--- config.mk ---
export PLATFORM = sky130hd
export DESIGN_NAME = pen_plotter_line_stepper
export DESIGN_NICKNAME = d
export VERILOG_FILES = /design/src/sv/plp_pkg.sv /design/src/sv/plp_ctrl.sv /design/src/sv/plp_datapath.sv /design/src/sv/pen_plotter_line_stepper.sv
export SDC_FILE = /design/constraint.sdc
export NUM_CORES = 1
export LEC_CHECK = 0
export ABC_AREA = 1
export BUFFER_PORTS_ARGS = -buffer_cell sky130_fd_sc_hd__buf_2
export CAP_MARGIN = 20
export CORE_ASPECT_RATIO = 0.6
export CORE_MARGIN = 2
export CORE_UTILIZATION = 35
export CTS_CLUSTER_SIZE = 24
export DETAILED_ROUTE_END_ITERATION = 8
export GPL_TIMING_DRIVEN = 1
export HOLD_SLACK_MARGIN = 0.02
export PLACE_DENSITY_LB_ADDON = 0.3
export SYNTH_ARGS = -nofsm -noshare
export SYNTH_HDL_FRONTEND = slang
export SYNTH_SLANG_ARGS = --single-unit
--- constraint.sdc ---
create_clock -name clk -period 2.1 [get_ports clk]
set_input_delay 0.105 -clock clk [delete_from_list [all_inputs] [get_ports clk]]
set_output_delay 0.105 -clock clk [all_outputs]
set_load 0.005 [all_outputs]
--- src/sv/plp_pkg.sv ---
// Shared types, codes and helpers for the pen plotter line stepper.
package plp_pkg;

	// Grid geometry: cells per side, in the range 2 to 64
	localparam int GRID_SIZE = 64;
	localparam int COORD_W   = 6;
	localparam int LIM_W     = COORD_W + 1;
	localparam logic [LIM_W-1:0]   GRID_LIM = LIM_W'(GRID_SIZE);
	localparam logic [COORD_W-1:0] GRID_MAX = COORD_W'(GRID_SIZE - 1);

	// Command codes
	localparam logic [2:0] FUNC_PEN_UP   = 3'd0;
	localparam logic [2:0] FUNC_PEN_DOWN = 3'd1;
	localparam logic [2:0] FUNC_BOLD     = 3'd2;
	localparam logic [2:0] FUNC_NORMAL   = 3'd3;
	localparam logic [2:0] FUNC_MOVE     = 3'd4;

	// Move directions
	localparam logic [1:0] DIR_NORTH = 2'd0;
	localparam logic [1:0] DIR_SOUTH = 2'd1;
	localparam logic [1:0] DIR_EAST  = 2'd2;
	localparam logic [1:0] DIR_WEST  = 2'd3;

	// Configuration register indexes
	localparam int CFG_IDX_W = 2;
	localparam logic [CFG_IDX_W-1:0] CFG_START_ROW = 2'd0;
	localparam logic [CFG_IDX_W-1:0] CFG_START_COL = 2'd1;

	typedef struct packed {
		logic [2:0]         func;
		logic [1:0]         direction;
		logic [COORD_W-1:0] distance;
	} in_t;

	typedef struct packed {
		logic [COORD_W-1:0] pixel_row;
		logic [COORD_W-1:0] pixel_col;
		logic               bold;
		logic               last;
	} out_t;

	// Controller to datapath
	typedef struct packed {
		logic accept;
		logic cfg_wr;
		logic step;
	} cmd_t;

	// Datapath to controller
	typedef struct packed {
		logic move_go;
		logic rem_one;
		logic out_space;
	} status_t;

	// Saturate a start position onto the grid
	function automatic logic [COORD_W-1:0] clamp_to_grid(input logic [COORD_W-1:0] v);
		logic [COORD_W-1:0] r;
		r = ({1'b0, v} < GRID_LIM) ? v : GRID_MAX;
		return r;
	endfunction

endpackage

--- src/sv/plp_ctrl.sv ---
// Sequencing controller: takes commands and drives the cell-by-cell stepping.
module plp_ctrl (
	input  logic             clk,
	input  logic             arst_n,
	input  logic             in_valid,
	input  logic             cfg_valid,
	input  plp_pkg::status_t status,
	output plp_pkg::cmd_t    cmd,
	output logic             idle,
	output logic             busy
);

	localparam logic ST_IDLE = 1'b0;
	localparam logic ST_STEP = 1'b1;

	logic state_q;
	logic state_d;

	// Decode commands from the current state; a register beat waits while a command is offered
	always_comb begin
		cmd.accept = (state_q == ST_IDLE) && in_valid;
		cmd.cfg_wr = (state_q == ST_IDLE) && cfg_valid && !in_valid;
		cmd.step   = (state_q == ST_STEP) && status.out_space;
		state_d    = state_q;
		case (state_q)
			ST_IDLE: begin
				if (in_valid && status.move_go) begin
					state_d = ST_STEP;
				end
			end
			ST_STEP: begin
				if (status.out_space && status.rem_one) begin
					state_d = ST_IDLE;
				end
			end
			default: state_d = ST_IDLE;
		endcase
	end

	// Hold the state
	always_ff @(posedge clk or negedge arst_n) begin
		if (!arst_n) begin
			state_q <= ST_IDLE;
		end else begin
			state_q <= state_d;
		end
	end

	assign idle = (state_q == ST_IDLE);
	assign busy = (state_q == ST_STEP);

endmodule

--- src/sv/plp_datapath.sv ---
// Datapath: cursor, pen and brush state, step counter and pixel output register.
module plp_datapath (
	input  logic                          clk,
	input  logic                          arst_n,
	input  plp_pkg::cmd_t                 cmd,
	input  plp_pkg::in_t                  in_data,
	input  logic [plp_pkg::CFG_IDX_W-1:0] cfg_index,
	input  logic [plp_pkg::COORD_W-1:0]   cfg_data,
	input  logic                          out_ready,
	output plp_pkg::status_t              status,
	output logic                          out_valid,
	output plp_pkg::out_t                 out_data,
	output logic [plp_pkg::COORD_W-1:0]   cursor_row,
	output logic [plp_pkg::COORD_W-1:0]   cursor_col
);

	logic [plp_pkg::COORD_W-1:0] row_q;
	logic [plp_pkg::COORD_W-1:0] col_q;
	logic                        pen_q;
	logic                        bold_q;
	logic [1:0]                  dir_q;
	logic [plp_pkg::COORD_W-1:0] rem_q;
	logic                        out_valid_q;
	plp_pkg::out_t               out_q;

	logic                        move_ok;
	logic [plp_pkg::COORD_W-1:0] row_nx;
	logic [plp_pkg::COORD_W-1:0] col_nx;

	// Check that the whole move stays on the grid
	always_comb begin
		case (in_data.direction)
			plp_pkg::DIR_NORTH: move_ok = in_data.distance <= row_q;
			plp_pkg::DIR_SOUTH: move_ok = ({1'b0, row_q} + {1'b0, in_data.distance})
				< plp_pkg::GRID_LIM;
			plp_pkg::DIR_EAST:  move_ok = ({1'b0, col_q} + {1'b0, in_data.distance})
				< plp_pkg::GRID_LIM;
			default:            move_ok = in_data.distance <= col_q;
		endcase
	end

	assign status.move_go   = (in_data.func == plp_pkg::FUNC_MOVE) && move_ok &&
		(in_data.distance != '0);
	assign status.rem_one   = (rem_q == plp_pkg::COORD_W'(1));
	assign status.out_space = !out_valid_q || out_ready;

	// Next cell one step along the latched direction
	always_comb begin
		row_nx = row_q;
		col_nx = col_q;
		case (dir_q)
			plp_pkg::DIR_NORTH: row_nx = row_q - plp_pkg::COORD_W'(1);
			plp_pkg::DIR_SOUTH: row_nx = row_q + plp_pkg::COORD_W'(1);
			plp_pkg::DIR_EAST:  col_nx = col_q + plp_pkg::COORD_W'(1);
			default:            col_nx = col_q - plp_pkg::COORD_W'(1);
		endcase
	end

	// Cursor, pen, brush and step count
	always_ff @(posedge clk or negedge arst_n) begin
		if (!arst_n) begin
			row_q  <= '0;
			col_q  <= '0;
			pen_q  <= 1'b0;
			bold_q <= 1'b0;
			rem_q  <= '0;
		end else if (cmd.cfg_wr) begin
			if (cfg_index == plp_pkg::CFG_START_ROW) begin
				row_q <= plp_pkg::clamp_to_grid(cfg_data);
			end else if (cfg_index == plp_pkg::CFG_START_COL) begin
				col_q <= plp_pkg::clamp_to_grid(cfg_data);
			end
		end else if (cmd.accept) begin
			case (in_data.func)
				plp_pkg::FUNC_PEN_UP:   pen_q  <= 1'b0;
				plp_pkg::FUNC_PEN_DOWN: pen_q  <= 1'b1;
				plp_pkg::FUNC_BOLD:     bold_q <= 1'b1;
				plp_pkg::FUNC_NORMAL:   bold_q <= 1'b0;
				plp_pkg::FUNC_MOVE: begin
					if (status.move_go) begin
						rem_q <= in_data.distance;
					end
				end
				default: ;
			endcase
		end else if (cmd.step) begin
			row_q <= row_nx;
			col_q <= col_nx;
			rem_q <= rem_q - plp_pkg::COORD_W'(1);
		end
	end

	// Latch the direction of an accepted move
	always_ff @(posedge clk) begin
		if (cmd.accept) begin
			dir_q <= in_data.direction;
		end
	end

	// Output beat valid flag
	always_ff @(posedge clk or negedge arst_n) begin
		if (!arst_n) begin
			out_valid_q <= 1'b0;
		end else if (cmd.step && pen_q) begin
			out_valid_q <= 1'b1;
		end else if (out_ready) begin
			out_valid_q <= 1'b0;
		end
	end

	// Output beat payload
	always_ff @(posedge clk) begin
		if (cmd.step && pen_q) begin
			out_q.pixel_row <= row_nx;
			out_q.pixel_col <= col_nx;
			out_q.bold      <= bold_q;
			out_q.last      <= status.rem_one;
		end
	end

	assign out_valid  = out_valid_q;
	assign out_data   = out_q;
	assign cursor_row = row_q;
	assign cursor_col = col_q;

endmodule

--- src/sv/pen_plotter_line_stepper.sv ---
// Top level of the pen plotter line stepper: controller plus datapath.
//
// Each input beat is one plotter command. Pen and brush commands, rejected
// moves, zero-length moves and unused codes are taken while idle and give no
// output. A legal move of D cells (up to 63) is accepted and then steps one
// cell per cycle while the output has room; with the pen down each step
// emits one pixel beat, last set on the final
// one. Stepping pauses while a pixel beat waits on out_ready, so the single
// output register and the consumer set the pace. A new command or a
// configuration write is taken only once the previous move has finished
// stepping; the final pixel of that move may still be waiting at the output.
// A configuration write is held off while a command is offered.
// Writing start_row or start_col moves the cursor there at once.
module pen_plotter_line_stepper (
	input  logic                          clk,
	input  logic                          arst_n,
	input  logic                          in_valid,
	output logic                          in_ready,
	input  plp_pkg::in_t                  in_data,
	output logic                          out_valid,
	input  logic                          out_ready,
	output plp_pkg::out_t                 out_data,
	input  logic                          cfg_valid,
	output logic                          cfg_ready,
	input  logic [plp_pkg::CFG_IDX_W-1:0] cfg_index,
	input  logic [plp_pkg::COORD_W-1:0]   cfg_data
);

	plp_pkg::cmd_t               cmd;
	plp_pkg::status_t            status;
	logic                        idle;
	logic                        busy;
	logic [plp_pkg::COORD_W-1:0] cursor_row;
	logic [plp_pkg::COORD_W-1:0] cursor_col;

	plp_ctrl u_ctrl (
		.clk       (clk),
		.arst_n    (arst_n),
		.in_valid  (in_valid),
		.cfg_valid (cfg_valid),
		.status    (status),
		.cmd       (cmd),
		.idle      (idle),
		.busy      (busy)
	);

	plp_datapath u_datapath (
		.clk        (clk),
		.arst_n     (arst_n),
		.cmd        (cmd),
		.in_data    (in_data),
		.cfg_index  (cfg_index),
		.cfg_data   (cfg_data),
		.out_ready  (out_ready),
		.status     (status),
		.out_valid  (out_valid),
		.out_data   (out_data),
		.cursor_row (cursor_row),
		.cursor_col (cursor_col)
	);

	assign in_ready  = idle;
	assign cfg_ready = idle && !in_valid;

	// A pixel that is not the last of its move means the move is still stepping
	a_not_last_busy: assert property (@(posedge clk) disable iff (!arst_n)
		out_valid && !out_data.last |-> busy)
		else $error("non-final pixel beat pending while idle");

	// The cursor never leaves the grid
	a_cursor_in_grid: assert property (@(posedge clk) disable iff (!arst_n)
		({1'b0, cursor_row} < plp_pkg::GRID_LIM) && ({1'b0, cursor_col} < plp_pkg::GRID_LIM))
		else $error("cursor left the grid");

	// A step on the last remaining cell returns the block to idle
	a_last_step_idle: assert property (@(posedge clk) disable iff (!arst_n)
		cmd.step && status.rem_one |=> idle)
		else $error("stepping continued past the end of a move");

	// A legal move of nonzero length starts stepping on the next cycle
	a_step_nonzero: assert property (@(posedge clk) disable iff (!arst_n)
		cmd.accept && status.move_go |=> busy && !$stable(busy))
		else $error("legal move did not start stepping");

endmodule
### Yosys cells after proc, flatten, opt, wreduce, memory -nomap -nowiden

Index checks and enable logic that the tools add are counted.

| word-level totals | value |
|---|---|
| bits of input ports | 24 |
| register bits | 38 |

| operators by class | value |
|---|---|
| $add $sub $neg | 7 |
| reduce and logical (&&, ||, !) cells | 29 |
| mux-type cells | 23 |
| equality and inequality tests | 16 |
| bitwise operators | 2 |
| order comparisons | 4 |

Operator list:

| kind | number |
|---|---|
| $mux 6 | 13 |
| $pmux 6 s2 | 2 |
| $sub 6x1->6 const B | 3 |
| $add 6x6->7 | 2 |
| $lt 7x7->1 const B | 2 |
| $add 6x1->6 const B | 2 |
| $le 6x6->1 | 2 |
| $logic_and 1x1->1 | 10 |
| $reduce_bool 2->1 | 5 |
| $reduce_and 3->1 | 3 |
| $ne 2x1->1 const B | 4 |
| $reduce_and 4->1 | 2 |
| $eq 2x1->1 const B | 3 |
| $eq 3x2->1 const B | 2 |
| $eq 6x1->1 const B | 1 |
| $logic_not 2->1 | 3 |
| $pmux 1 s2 | 3 |
| $reduce_bool 6->1 | 1 |
| $eq 2x2->1 const B | 2 |
| $mux 1 | 4 |
| $ne 2x2->1 const B | 2 |
| $eq 3x1->1 const B | 1 |
| $eq 3x3->1 const B | 1 |
| $logic_not 3->1 | 1 |
| 5 further kinds | 7 |

### Longest topological paths before layout

Gate-level depths: netlist of run 1.

| depth | value |
|---|---|
| word-level depth | 8 |
| gate-level depth with buffers | 14 |

### Hierarchy

Synthesis of run 1 repeated with hierarchy kept, for this count alone.

| unflattened totals | value |
|---|---|
| cells, all modules | 360 |
| area, all modules | 2,822.7 um^2 |

By module, submodules not included:

| module | cells each | sequential area each (um^2) | times used | area an instance (um^2) |
|---|---|---|---|---|
| plp_datapath | 346 | 1,006.0 | 1 | 2,732.6 |
| plp_ctrl | 12 | 25.0 | 1 | 80.1 |
| pen_plotter_line_stepper | 2 | 0.0 | 1 | 10.0 |

### Least setup slack after synthesis of run 1

OpenSTA, ideal clock, no wires.

| path | value |
|---|---|
| kind | reg-to-reg |
| from | reg u_datapath.dir_q[1] |
| to | reg u_datapath.out_q, in the netlist u_datapath.out_data[13] (data pin) |
| required time | 1.842 ns |
| slack | 0.304 ns |
| clock period less this slack | 1.796 ns |
| cell stages (with the launch flop) | 11 |
| arrival | 1.539 ns |
| cell sequence | edfxtp_1 inv_1 nand2_1 ha_1 a21o_1 nor2_1 nand2_1 nand2_1 nand2_1 nand2_1 nand2_1 |

| on the way | value |
|---|---|
| word-level cells in the longest chain between the ends | 2 |
| elaborated cells between the ends (all ways) | 3 |
| those cells by class | eq/ne: 1; mux: 1; reduce/logical: 1 |

Ends and longest elaborated chain:

| what | RTL line | source |
|---|---|---|
| from (decl) | plp_datapath.sv:21 | `logic [1:0] dir_q;` |
| from (signal assigned) | plp_datapath.sv:96 | `dir_q <= in_data.direction;` |
| $eq 2x1->1 or $logic_not 2->1 (tied branches) | plp_datapath.sv:51 | `case (dir_q)` |
| $pmux 6 s2 * | plp_datapath.sv:51 |  |
| net u_datapath.row_nx, one bit | plp_datapath.sv:27 | `logic [plp_pkg::COORD_W-1:0] row_nx;` |
| to (decl) | plp_datapath.sv:24 | `plp_pkg::out_t out_q;` |

The timed path passes the listed nets; every way through them passes the cells marked *.
A chain may end at the register's enable or synchronous reset.

### Final worst setup path of run 1

| path | value |
|---|---|
| from | reg u_datapath.dir_q[0] |
| to | reg u_datapath.col_q, in the netlist u_datapath.cursor_col[4] |

| on the way | value |
|---|---|
| word-level cells in the longest chain between the ends | 6 |
| elaborated cells between the ends (all ways) | 8 |
| those cells by class | eq/ne: 2; mux: 4; reduce/logical: 2 |

Ends and longest elaborated chain:

| what | RTL line | source |
|---|---|---|
| $eq 2x1->1 or $logic_not 2->1 (tied branches) | plp_datapath.sv:51 |  |
| $reduce_or 2->1 (no source line) | - |  |
| $pmux 6 s2 * | plp_datapath.sv:51 |  |
| $mux 6 * | plp_datapath.sv:86 | `end else if (cmd.step) begin` |
| $mux 6 * | plp_datapath.sv:73 | `end else if (cmd.accept) begin` |
| $mux 6 * | plp_datapath.sv:67 | `end else if (cmd.cfg_wr) begin` |
| to (signal assigned) | plp_datapath.sv:71 | `col_q <= plp_pkg::clamp_to_grid(cfg_data);` |
| to (signal assigned) | plp_datapath.sv:88 | `col_q <= col_nx;` |
| to (decl) | plp_datapath.sv:18 | `logic [plp_pkg::COORD_W-1:0] col_q;` |

Every way passes the cells marked *; elsewhere a longest branch is shown, timed or not. The select of a mux whose other input is x is not followed.

==> impl.org, run 1 <==
** Yosys
- After synthesis, the share of flip-flops with an asynchronous set or reset is 0.5789.
- Leading register cell type out of synthesis :: dfrtp_1
- Count of flip-flops with a built-in enable after synthesis :: 16
- The number of nets in the synthesized netlist is 427.
- The share of synthesized area in the top cell type comes to 0.1937.
- Cell accounting for the most synthesized area :: dfrtp_1
- Counting distinct cell types in the post-synthesis netlist gives 33.
- By area the synthesized netlist is led by dfrtp_1 (19%), edfxtp_1 (17%), ha_1 (15%).
- Of the synthesized area, sequential elements account for 0.3628.
- Each instance of the synthesized netlist takes up on average slightly below 8 µm².
- Yosys Warn Count :: 0
- Number of storage elements in the synthesis netlist :: 38
- The mapped netlist covers ~2800 µm².
- Gate count after technology mapping :: roughly 370

** STA
- Normalized max-slew margin :: 0.6126
- Derived from the worst setup path, the maximum achievable clock frequency is approximately 0.51 GHz.
- Setup violations remaining at the end of the flow were counted as 0.
- After layout, the worst setup slack is between 0.1 and 0.15 ns.
- The count of final hold-check violations came to 0.
- Least-Margin Pin Slew :: 0.5811 ns
- Dividing the final minimum period by the clock period gives 0.9423.
- RSZ-0062 raised after global routing :: true
- Final critical path time including I/O delays and setup :: just under 2 ns
- Worst Clk Skew :: ~0.0038 ns
- The number of max-slew violations in the final report is 0.

** Critical path
- Worst setup slack for register-to-register paths :: ~0.12 ns
- Worst R2R Path Depth :: 12
- Classification of the worst setup path :: flip-flop to flip-flop
- Critical path endpoint category :: flip-flop
- The worst register-to-register path ends at u_datapath.cursor_col[4].
- Most Frequent Cell on Critical Path :: nand2_1
- The kind of cell with the highest combined delay along the critical path is simple AND/OR/NAND/NOR gates.
- The number of buffers and inverters on the critical path is 1.
- STA puts the critical path data arrival time at 2.14 ns.
- The critical path goes through inv_1 > nand2_2 > fa_2 > nand2_1 > nand2_1 > a21oi_1 > xor2_1 > nand2_1 > nand3_1 > nand2_1 > nand2_1 > o21ai_0.
- STA puts the critical path data required time at between 2 and 2.5 ns.
- The worst setup path is launched from a flip-flop.
- The slowest stage of the critical path belongs to the cell edfxtp_1.
- In this run the number of cells on the critical path is 12.
- Of all nets on the critical path, the largest fanout is 6.
- The worst register-to-register path begins at u_datapath.dir_q[0].
- The largest single stage delay on the critical path is 0.42 ns.

** Run status
- Result of the run :: complete, no violations

** Worst hold path
- In this run the worst hold path is classified as primary input to flip-flop.
- The worst hold path terminates at u_datapath.dir_q[1].
- Hold depth :: 1
- Start point of the worst hold path :: in_data[7]

** Finish
- Signed area change from the synthesized netlist to the final layout :: 23.73%
- At the end of the flow, the number of nets in the layout was approximately 490.
- Post-route design area :: between 3000 and 4000 µm²
- Fraction of final layout cells sized beyond drive strength 1 :: 0.1948
- For this run, the number of standard cells in the final layout without fillers is 534.
- The repair_antennas step left the layout with diodes totalling 0.
- After filler insertion, the fill cell instance count of the layout stands at roughly 810.

** Global route
- Number of global-route vias before repair :: 2,357
- The initial antenna violation count was 0.
- In the global route stage, overall resource usage came out at 0.1745.
- Entering global routing, the biggest net connects 23 pins.
- The first global-routing pass estimated roughly 12,000 µm of wire.
- Residual overflow from global routing :: 0

** Clock tree
- Clock tree from TritonCTS :: yes
- The tree built by TritonCTS fans out to 38 sinks.
- Inserted Clock Buffers :: 5
- Clock tree synthesis selected as its root buffer the cell clkbuf_16.
- Clock input transition at the sequential cells of the worst setup and hold paths :: ~0.06 ns
- CTS H-Tree Depth :: 2
- Clock latency reported for the late side of the worst-skew pair :: 0.28 ns
- The longest clock path from root to sink contains 2 buffers.

** Floorplanning
- The die is 120.3 µm wide.
- After floorplanning, the core was divided into 25 placement rows.
- The die covers ~8900 µm².
- IO Pins :: a little over 40
- In this run the vertical extent of the chip is 73.80 µm.
- Core Footprint :: just under 8000 µm²
- The initial utilization of the core area, before any placement, comes to 0.3605.

** Place
- Once placement finished, the instance area stood at 3239 µm².
- Including well taps, the total number of placed cells is 522.
- Port-buffer cells :: 40
- Routability-driven placement finished with a final weighted congestion of 0.8326.
- Post-Place Setup Slack :: ~0.071 ns
- The HPWL after detailed placement is between 5000 and 6000 µm.

** Drt
- The first detailed-routing pass ran for 4 iterations.
- The final layout contains routed wiring with a total length of just over 7000 µm.
- In the routed layout, each cell is associated on average with a via count of between 4 and 5.
- The detailed router finished its first iteration with roughly 220 violations.
- In the routed design, unresolved DRC markers number 0.
- Via count of the routed design :: around 2,500
- Drt wl/cell :: between 10 and 15 µm
- The detail route stage leaves a number of antenna-violating nets equal to 0.

** Power and ir drop
- Power density over cell area :: 1457 nW/µm²
- Summed over all cells, the static leakage comes to 1.812 nW.
- Peak supply drop :: between 400 and 500 µV

** Flow run
- Max Cap Viol :: 0
-- layer usage --
layer	routed length [µm]	track usage	up-vias	part of all wire
met5	0	0	-	0
met4	47	0.03876	0	0.0065
met3	430	0.03494	6	0.059
met2	3075	0.2689	57	0.42
met1	3707	0.2536	1158	0.51
li1	-	-	1306	-
-- flip-flops by register name, summed over array words and instances, names as in the netlist --
name and cells:
u_datapath.bold_q 1, u_datapath.out_data 14, u_ctrl.busy 1, u_datapath.cursor_col 6
u_datapath.pen_q 1, u_datapath.dir_q 2, u_datapath.cursor_row 6, u_datapath.out_valid 1
u_datapath.rem_q 6
-- what timing repair did --
| action | 4_1_cts | 5_1_grt |
|---|---|---|
| hold buffers | 1 | 0 |
| resized for setup | 0 | 6 |
| setup buffers | 0 | 3 |
| setup endpoints to repair | 0 | 11 |
| hold endpoints to repair | 22 | 0 |
-- worst register-to-register path: cells and delay by family (launching register included) --
| family | cells | cell delay [ns] |
|---|---|---|
| compound gates | 2 | 0.23 |
| xor+xnor | 1 | 0.20 |
| fa+ha+maj | 1 | 0.39 |
| buf+inv | 1 | 0.10 |
| flops | 1 | 0.42 |
| simple gates | 7 | 0.54 |
-- cell usage in the layout (no fill, tap or decap), types with 11 or more instances in the layout --
master,Yosys,layout
nand2_1,103,101
inv_1,51,51
buf_2,4,40
nor2_1,33,33
ha_1,34,31
dfrtp_1,22,22
nand3_1,19,19
edfxtp_1,16,16
buf_4,0,14
a21oi_1,12,12
o21ai_0,11,11
-- power by group --
group	switching, mW	internal, mW	total [mW]
combinational	1.60	1.11	2.71
sequential	0.234	1.16	1.39
clock	0.311	0.714	1.02
-- Yosys cell counts, types with 2 or more instances --
library cell / instances
nand3b_1: 3
a21o_1: 3
xnor2_1: 2
o21ai_1: 3
edfxtp_1: 16
nor2_2: 4
xor2_1: 4
nand2_2: 4
o21ai_0: 11
inv_1: 51
fa_1: 2
inv_2: 4
a31oi_1: 8
o22ai_1: 5
nor3_1: 2
ha_1: 34
a21oi_1: 12
nand3_1: 19
nand4_1: 5
dfrtp_1: 22
nor2_1: 33
o21bai_1: 4
nand2_1: 103
buf_2: 4
-- worst max-delay path by stage --
stage | start | endpoint
3_3_place_gp | u_datapath.dir_q[0] | u_datapath.cursor_col[4]
5_1_grt | u_datapath.dir_q[0] | u_datapath.cursor_col[4]
3_5_place_dp | u_datapath.dir_q[0] | u_datapath.cursor_col[4]
6_report | u_datapath.dir_q[0] | u_datapath.cursor_col[4]
2_1_floorplan | u_datapath.dir_q[1] | u_datapath.out_data[13]
4_1_cts | u_datapath.dir_q[0] | u_datapath.cursor_col[4]
-- logic make-up after synthesis --
family	count (synthesis)	synth area share
compound gates	53	0.1158
xor+xnor	6	0.01849
fa+ha+maj	36	0.1638
flops	38	0.3628
simple gates	175	0.2594
buf+inv	59	0.07970
-- cell type report --
type                    instances  area [µm²]  share of cell area
clock buffers                   6       138.9             0.03950
clock inverters                 2       60.06             0.01708
inverters                      55       206.4             0.05872
multi-input cells             270        1629              0.4633
flip-flops and latches         38        1031              0.2932
well taps                     108       135.1             0.03843
repair buffers                 55       315.3             0.08968
-- through the flow --
stage / total power [mW] / setup TNS (ns) / utilization / hold WS [ns]
finish: 5.122 / 0 / 0.4460 / 0.04695
global route: 5.600 / -0.06487 / 0.4460 / 0.03972
CTS: 5.046 / 0 / 0.4375 / 0.03823
detailed placement: 3.987 / 0 / 0.4110 / 0.1467
global placement: 3.937 / 0 / 0.4110 / 0.1319
floorplan: 3.198 / 0 / - / -0.1906
No activity file was read; power rests on OpenSTA's default activity.
==> inputs of run 2 (changes only) <==
- ABC_AREA: 1 -> default
- HOLD_SLACK_MARGIN: 0.02 -> 0.03
==> run 2 against run 1 <==
Compared with the run above:
- sequential cell count unchanged
- cell count fell by 7.1%
- critical path depth fell by 5
- power increased by 6.5%
- sequential power fell by 6%
- clock skew is 0.0011 ns higher
- worst hold slack improved by 0.0080 ns
- synthesized area is 0.75% lower
- the flow now finishes with violations (setup timing)
- combinational power increased by 21%
- die area is 0.72% lower
- global-route usage rose by 2.2 points
==> impl.org, run 2 <==
** STA
- The least setup slack across all paths after layout is -0.02057 ns (-0.1418 ns).
- Max Transition Viols Final :: 0 (unchanged)
- The final worst-path cycle share is 1.010 (+0.06754).
- Worst Clk Skew :: 0.004948 ns (+0.001102 ns)
- The max-slew headroom at the worst pin is 0.6148 (+0.002165).
- The total negative slack was -0.06550 ns (-0.06550 ns).
- The number of setup violations in the final report came to 4 (+4).
- Least-Margin Pin Slew :: 0.5778 ns (-0.003247 ns)
- The worst hold margin is 0.05494 ns (+0.007986 ns).
- Achievable Freq :: 0.4716 GHz (-6.7%)
- Setup repair after global routing could not meet its margin everywhere.
- Final critical path time including I/O delays and setup :: 2.121 ns (+0.1418 ns)
- Hold Vio Cnt, Final :: 0 (unchanged)

** Yosys
- By area the synthesized netlist is led by dfrtp_1 (20%), edfxtp_1 (17%), ha_1 (15%).
- The share of synthesized registers carrying an async set or reset came to 0.5789 (unchanged).
- Most frequently used cell type in the post-synthesis netlist :: ha_1
- The sequential-to-total area share from yosys stat is 0.3656 (+0.002737).
- Most used standard cells in the synthesized netlist :: ha_1 (34), nand2_1 (31), inv_1 (29)
- Count of flip-flops with a built-in enable after synthesis :: 16 (unchanged)
- The most used flip-flop cell after synthesis is dfrtp_1.
- Post-synth design cell area :: 2820 µm² (-0.75%)
- Number of storage elements in the synthesis netlist :: 38 (unchanged)
- Gate count after technology mapping :: 295 (-20%)
- Yosys Warn Count :: 0 (unchanged)
- Cell accounting for the most synthesized area :: dfrtp_1
- The fraction of synthesized cell area taken by the top area cell type is 0.1952 (+0.001461).
- The number of unique standard cell types used by synthesis is 49 (+48%).
- Net count after synthesis :: 355 (-17%)
- Post-Syn Area per Cell :: 9.560 µm² (+23%)

** Floorplanning
- The core area was 7851 µm² (-0.40%).
- The starting density of the core is 0.3592 (-0.001273).
- Die H :: 73.53 µm (-0.36%)
- Horizontal die dimension :: 119.9 µm (-0.36%)
- IO Pins :: 41 (unchanged)
- Number of rows in the core area :: 25 (unchanged)
- The die area came to 8815 µm² (-0.72%).

** Place
- Post-DP HPWL :: 6287 µm (+11%)
- The count of input and output buffers was 40 (unchanged).
- Count of placed standard cells including taps :: 477 (-8.6%)
- The routability congestion estimate came to 0.9292 (+12%).

** Clock tree
- The clock input transition at the sequential cells of the worst setup and hold paths was 0.06 ns (about the same).
- The number of buffers added by the clock tree synthesis step is 5 (unchanged).
- Clock tree from TritonCTS :: yes
- The deepest clock path buffer count was 2 (unchanged).
- CTS H-Tree Depth :: 2 (unchanged)
- Clock latency reported for the late side of the worst-skew pair :: 0.28 ns (about the same)
- Clock sink count :: 38 (unchanged)
- CTS root buf :: clkbuf_16

** Finish
- Post-layout instance count excluding filler cells :: 496 (-7.1%)
- The top cell types in the final layout, fill and taps aside, are buf_4 (49), buf_2 (40), nand2_1 (31), inv_1 (25), ha_1 (25).
- Signed area change from the synthesized netlist to the final layout :: 38.60%
- The number of nets in the final layout is 447 (-7.8%).
- Number of fillers in the final layout :: 733 (-8.9%)
- Fraction of final layout cells sized beyond drive strength 1 :: 0.3531 (+0.1583)
- The number of diodes added for antenna fixing came to 0 (unchanged).
- The number of flip-flops in the largest register is 14 (unchanged).
- Most common cell after layout, fill and taps aside :: buf_4

** Critical path
- Classification of the worst setup path :: flip-flop to flip-flop
- The maximum fanout along the worst path was 5 (-1).
- The worst setup path is captured at a flip-flop.
- Startpoint type of the worst setup path :: flip-flop
- The signal arrival time at the worst endpoint was 2.15 ns (about the same).
- Data required time of the critical path :: 2.13 ns (-0.13 ns)

** Power and ir drop
- The maximum vdd ir drop is 440.5 µV (+2.5%).
- Leakage power total :: 1.792 nW (-1.1%)
- The areal power density over the cells came to 1395 nW/µm² (-4.2%).

** Drt
- Detailed-route wire length :: 8337 µm (+15%)
- Number of vias per cell after detailed routing :: 5.135 (+8.5%)
- The via count of the routed design came to 2,547 (+0.79%).
- DRC :: 0 (unchanged)
- The detailed-routing iteration count for the pre-antenna-repair pass was 5 (+1).
- Iteration-0 DRC count of the detailed router :: 205 (-5.1%)
- Antenna Nets Post-Route :: 0 (unchanged)
- The average wire per standard cell was 16.81 µm (+24%).

** Global route
- The overflow left after global routing is 0 (unchanged).
- Initial antenna violation count :: 0 (unchanged)
- Number of global-route vias before repair :: 2,503 (+6.2%)
- Maximum number of pins on one net before global-route repair :: 23 (unchanged)
- Wire length of the first global-routing pass :: 13,140 µm (+11%)
- Total routing resource utilization after global routing :: 0.1962 (+0.02162)

** Flow run
- The number of maximum-capacitance violations is 0 (unchanged).

** Run status
- Violations in the final reports :: setup timing
- Result of the run :: finished, violations left

** Worst hold path
- HP Class :: primary input to flip-flop
-- run 2: kinds of logic (layout without fill, tap and decap cells) --
group	after synthesis	in the layout	share of synthesized area
and+or+nand+nor	86	86	0.1446
AOI/OAI and AO/OA	77	77	0.2023
DFF	38	38	0.3656
adders and majority gates	36	36	0.1650
buffers and inverters	36	129	0.04791
muxes	12	12	0.04348
xor gates and xnor gates	10	10	0.03106
-- run 2: critical path, cell delays in order (launching register included) --
cell and delay, ns:
edfxtp_1 0.47, nor2b_4 0.18, inv_4 0.07, buf_4 0.13, ha_1 0.32, o41ai_1 0.47
a2111oi_4 0.08, xnor2_1 0.15
-- run 2: report_power, final --
part           internal [mW]  total [mW]  switching, mW  leakage (nW)
sequential              1.14        1.31          0.175         0.404
combinational           1.56        3.28           1.72          1.31
clock                  0.562       0.866          0.304        0.0781
total                   3.26        5.45           2.20          1.79
-- run 2: what timing repair did --
action / 4_1_cts / 5_1_grt
endpoints found under the setup margin: 8 / 17
hold endpoints to repair: 22 / 0
pin swaps: 5 / 11
hold buffers: 1 / 0
setup buffers: 5 / 5
resized for setup: 8 / 23
-- run 2: metrics by stage --
step	setup slack (ns)	instance area [µm²]	total power [mW]	utilization
after floorplan	0.01623	2877	3.140	-
after global placement	-0.03474	3502	4.184	0.4461
after detailed placement	-0.05361	3502	4.237	0.4461
after CTS	-0.01186	3766	5.228	0.4797
after global routing	-0.1450	3909	5.876	0.4978
final	-0.02057	3909	5.455	0.4978
-- run 2: per-layer routing --
metal,part of all wire,global-route usage,wire length [µm]
met1,0.52,0.3023,4299
met2,0.43,0.2857,3573
met3,0.047,0.03028,393
met4,0.0085,0.04706,71
met5,0,0,0
-- run 2: worst paths after layout --
path,startpoint,end,slack (ns),depth (start not counted)
min reg2reg,u_datapath.bold_q,u_datapath.out_data[1],0.47,0
min in group asynchronous,arst_n,u_datapath.rem_q[2],0.36,2
max in group asynchronous,arst_n,u_datapath.cursor_row[0],1.32,2
min,in_data[8],u_datapath.bold_q,0.05,2
max reg2reg,u_datapath.dir_q[1],u_datapath.out_data[13],-0.02,7
max,u_datapath.dir_q[1],u_datapath.out_data[13],-0.02,7
-- run 2: layout make-up --
class,count,area [µm²],share of cell area
clock buffer,7,132.6,0.03393
clock inverter,1,30.03,0.007682
tap,108,135.1,0.03457
multi-input combinational,221,1858,0.4754
inverter,29,111.4,0.02849
timing repair buffer,92,609.3,0.1559
sequential,38,1032,0.2641
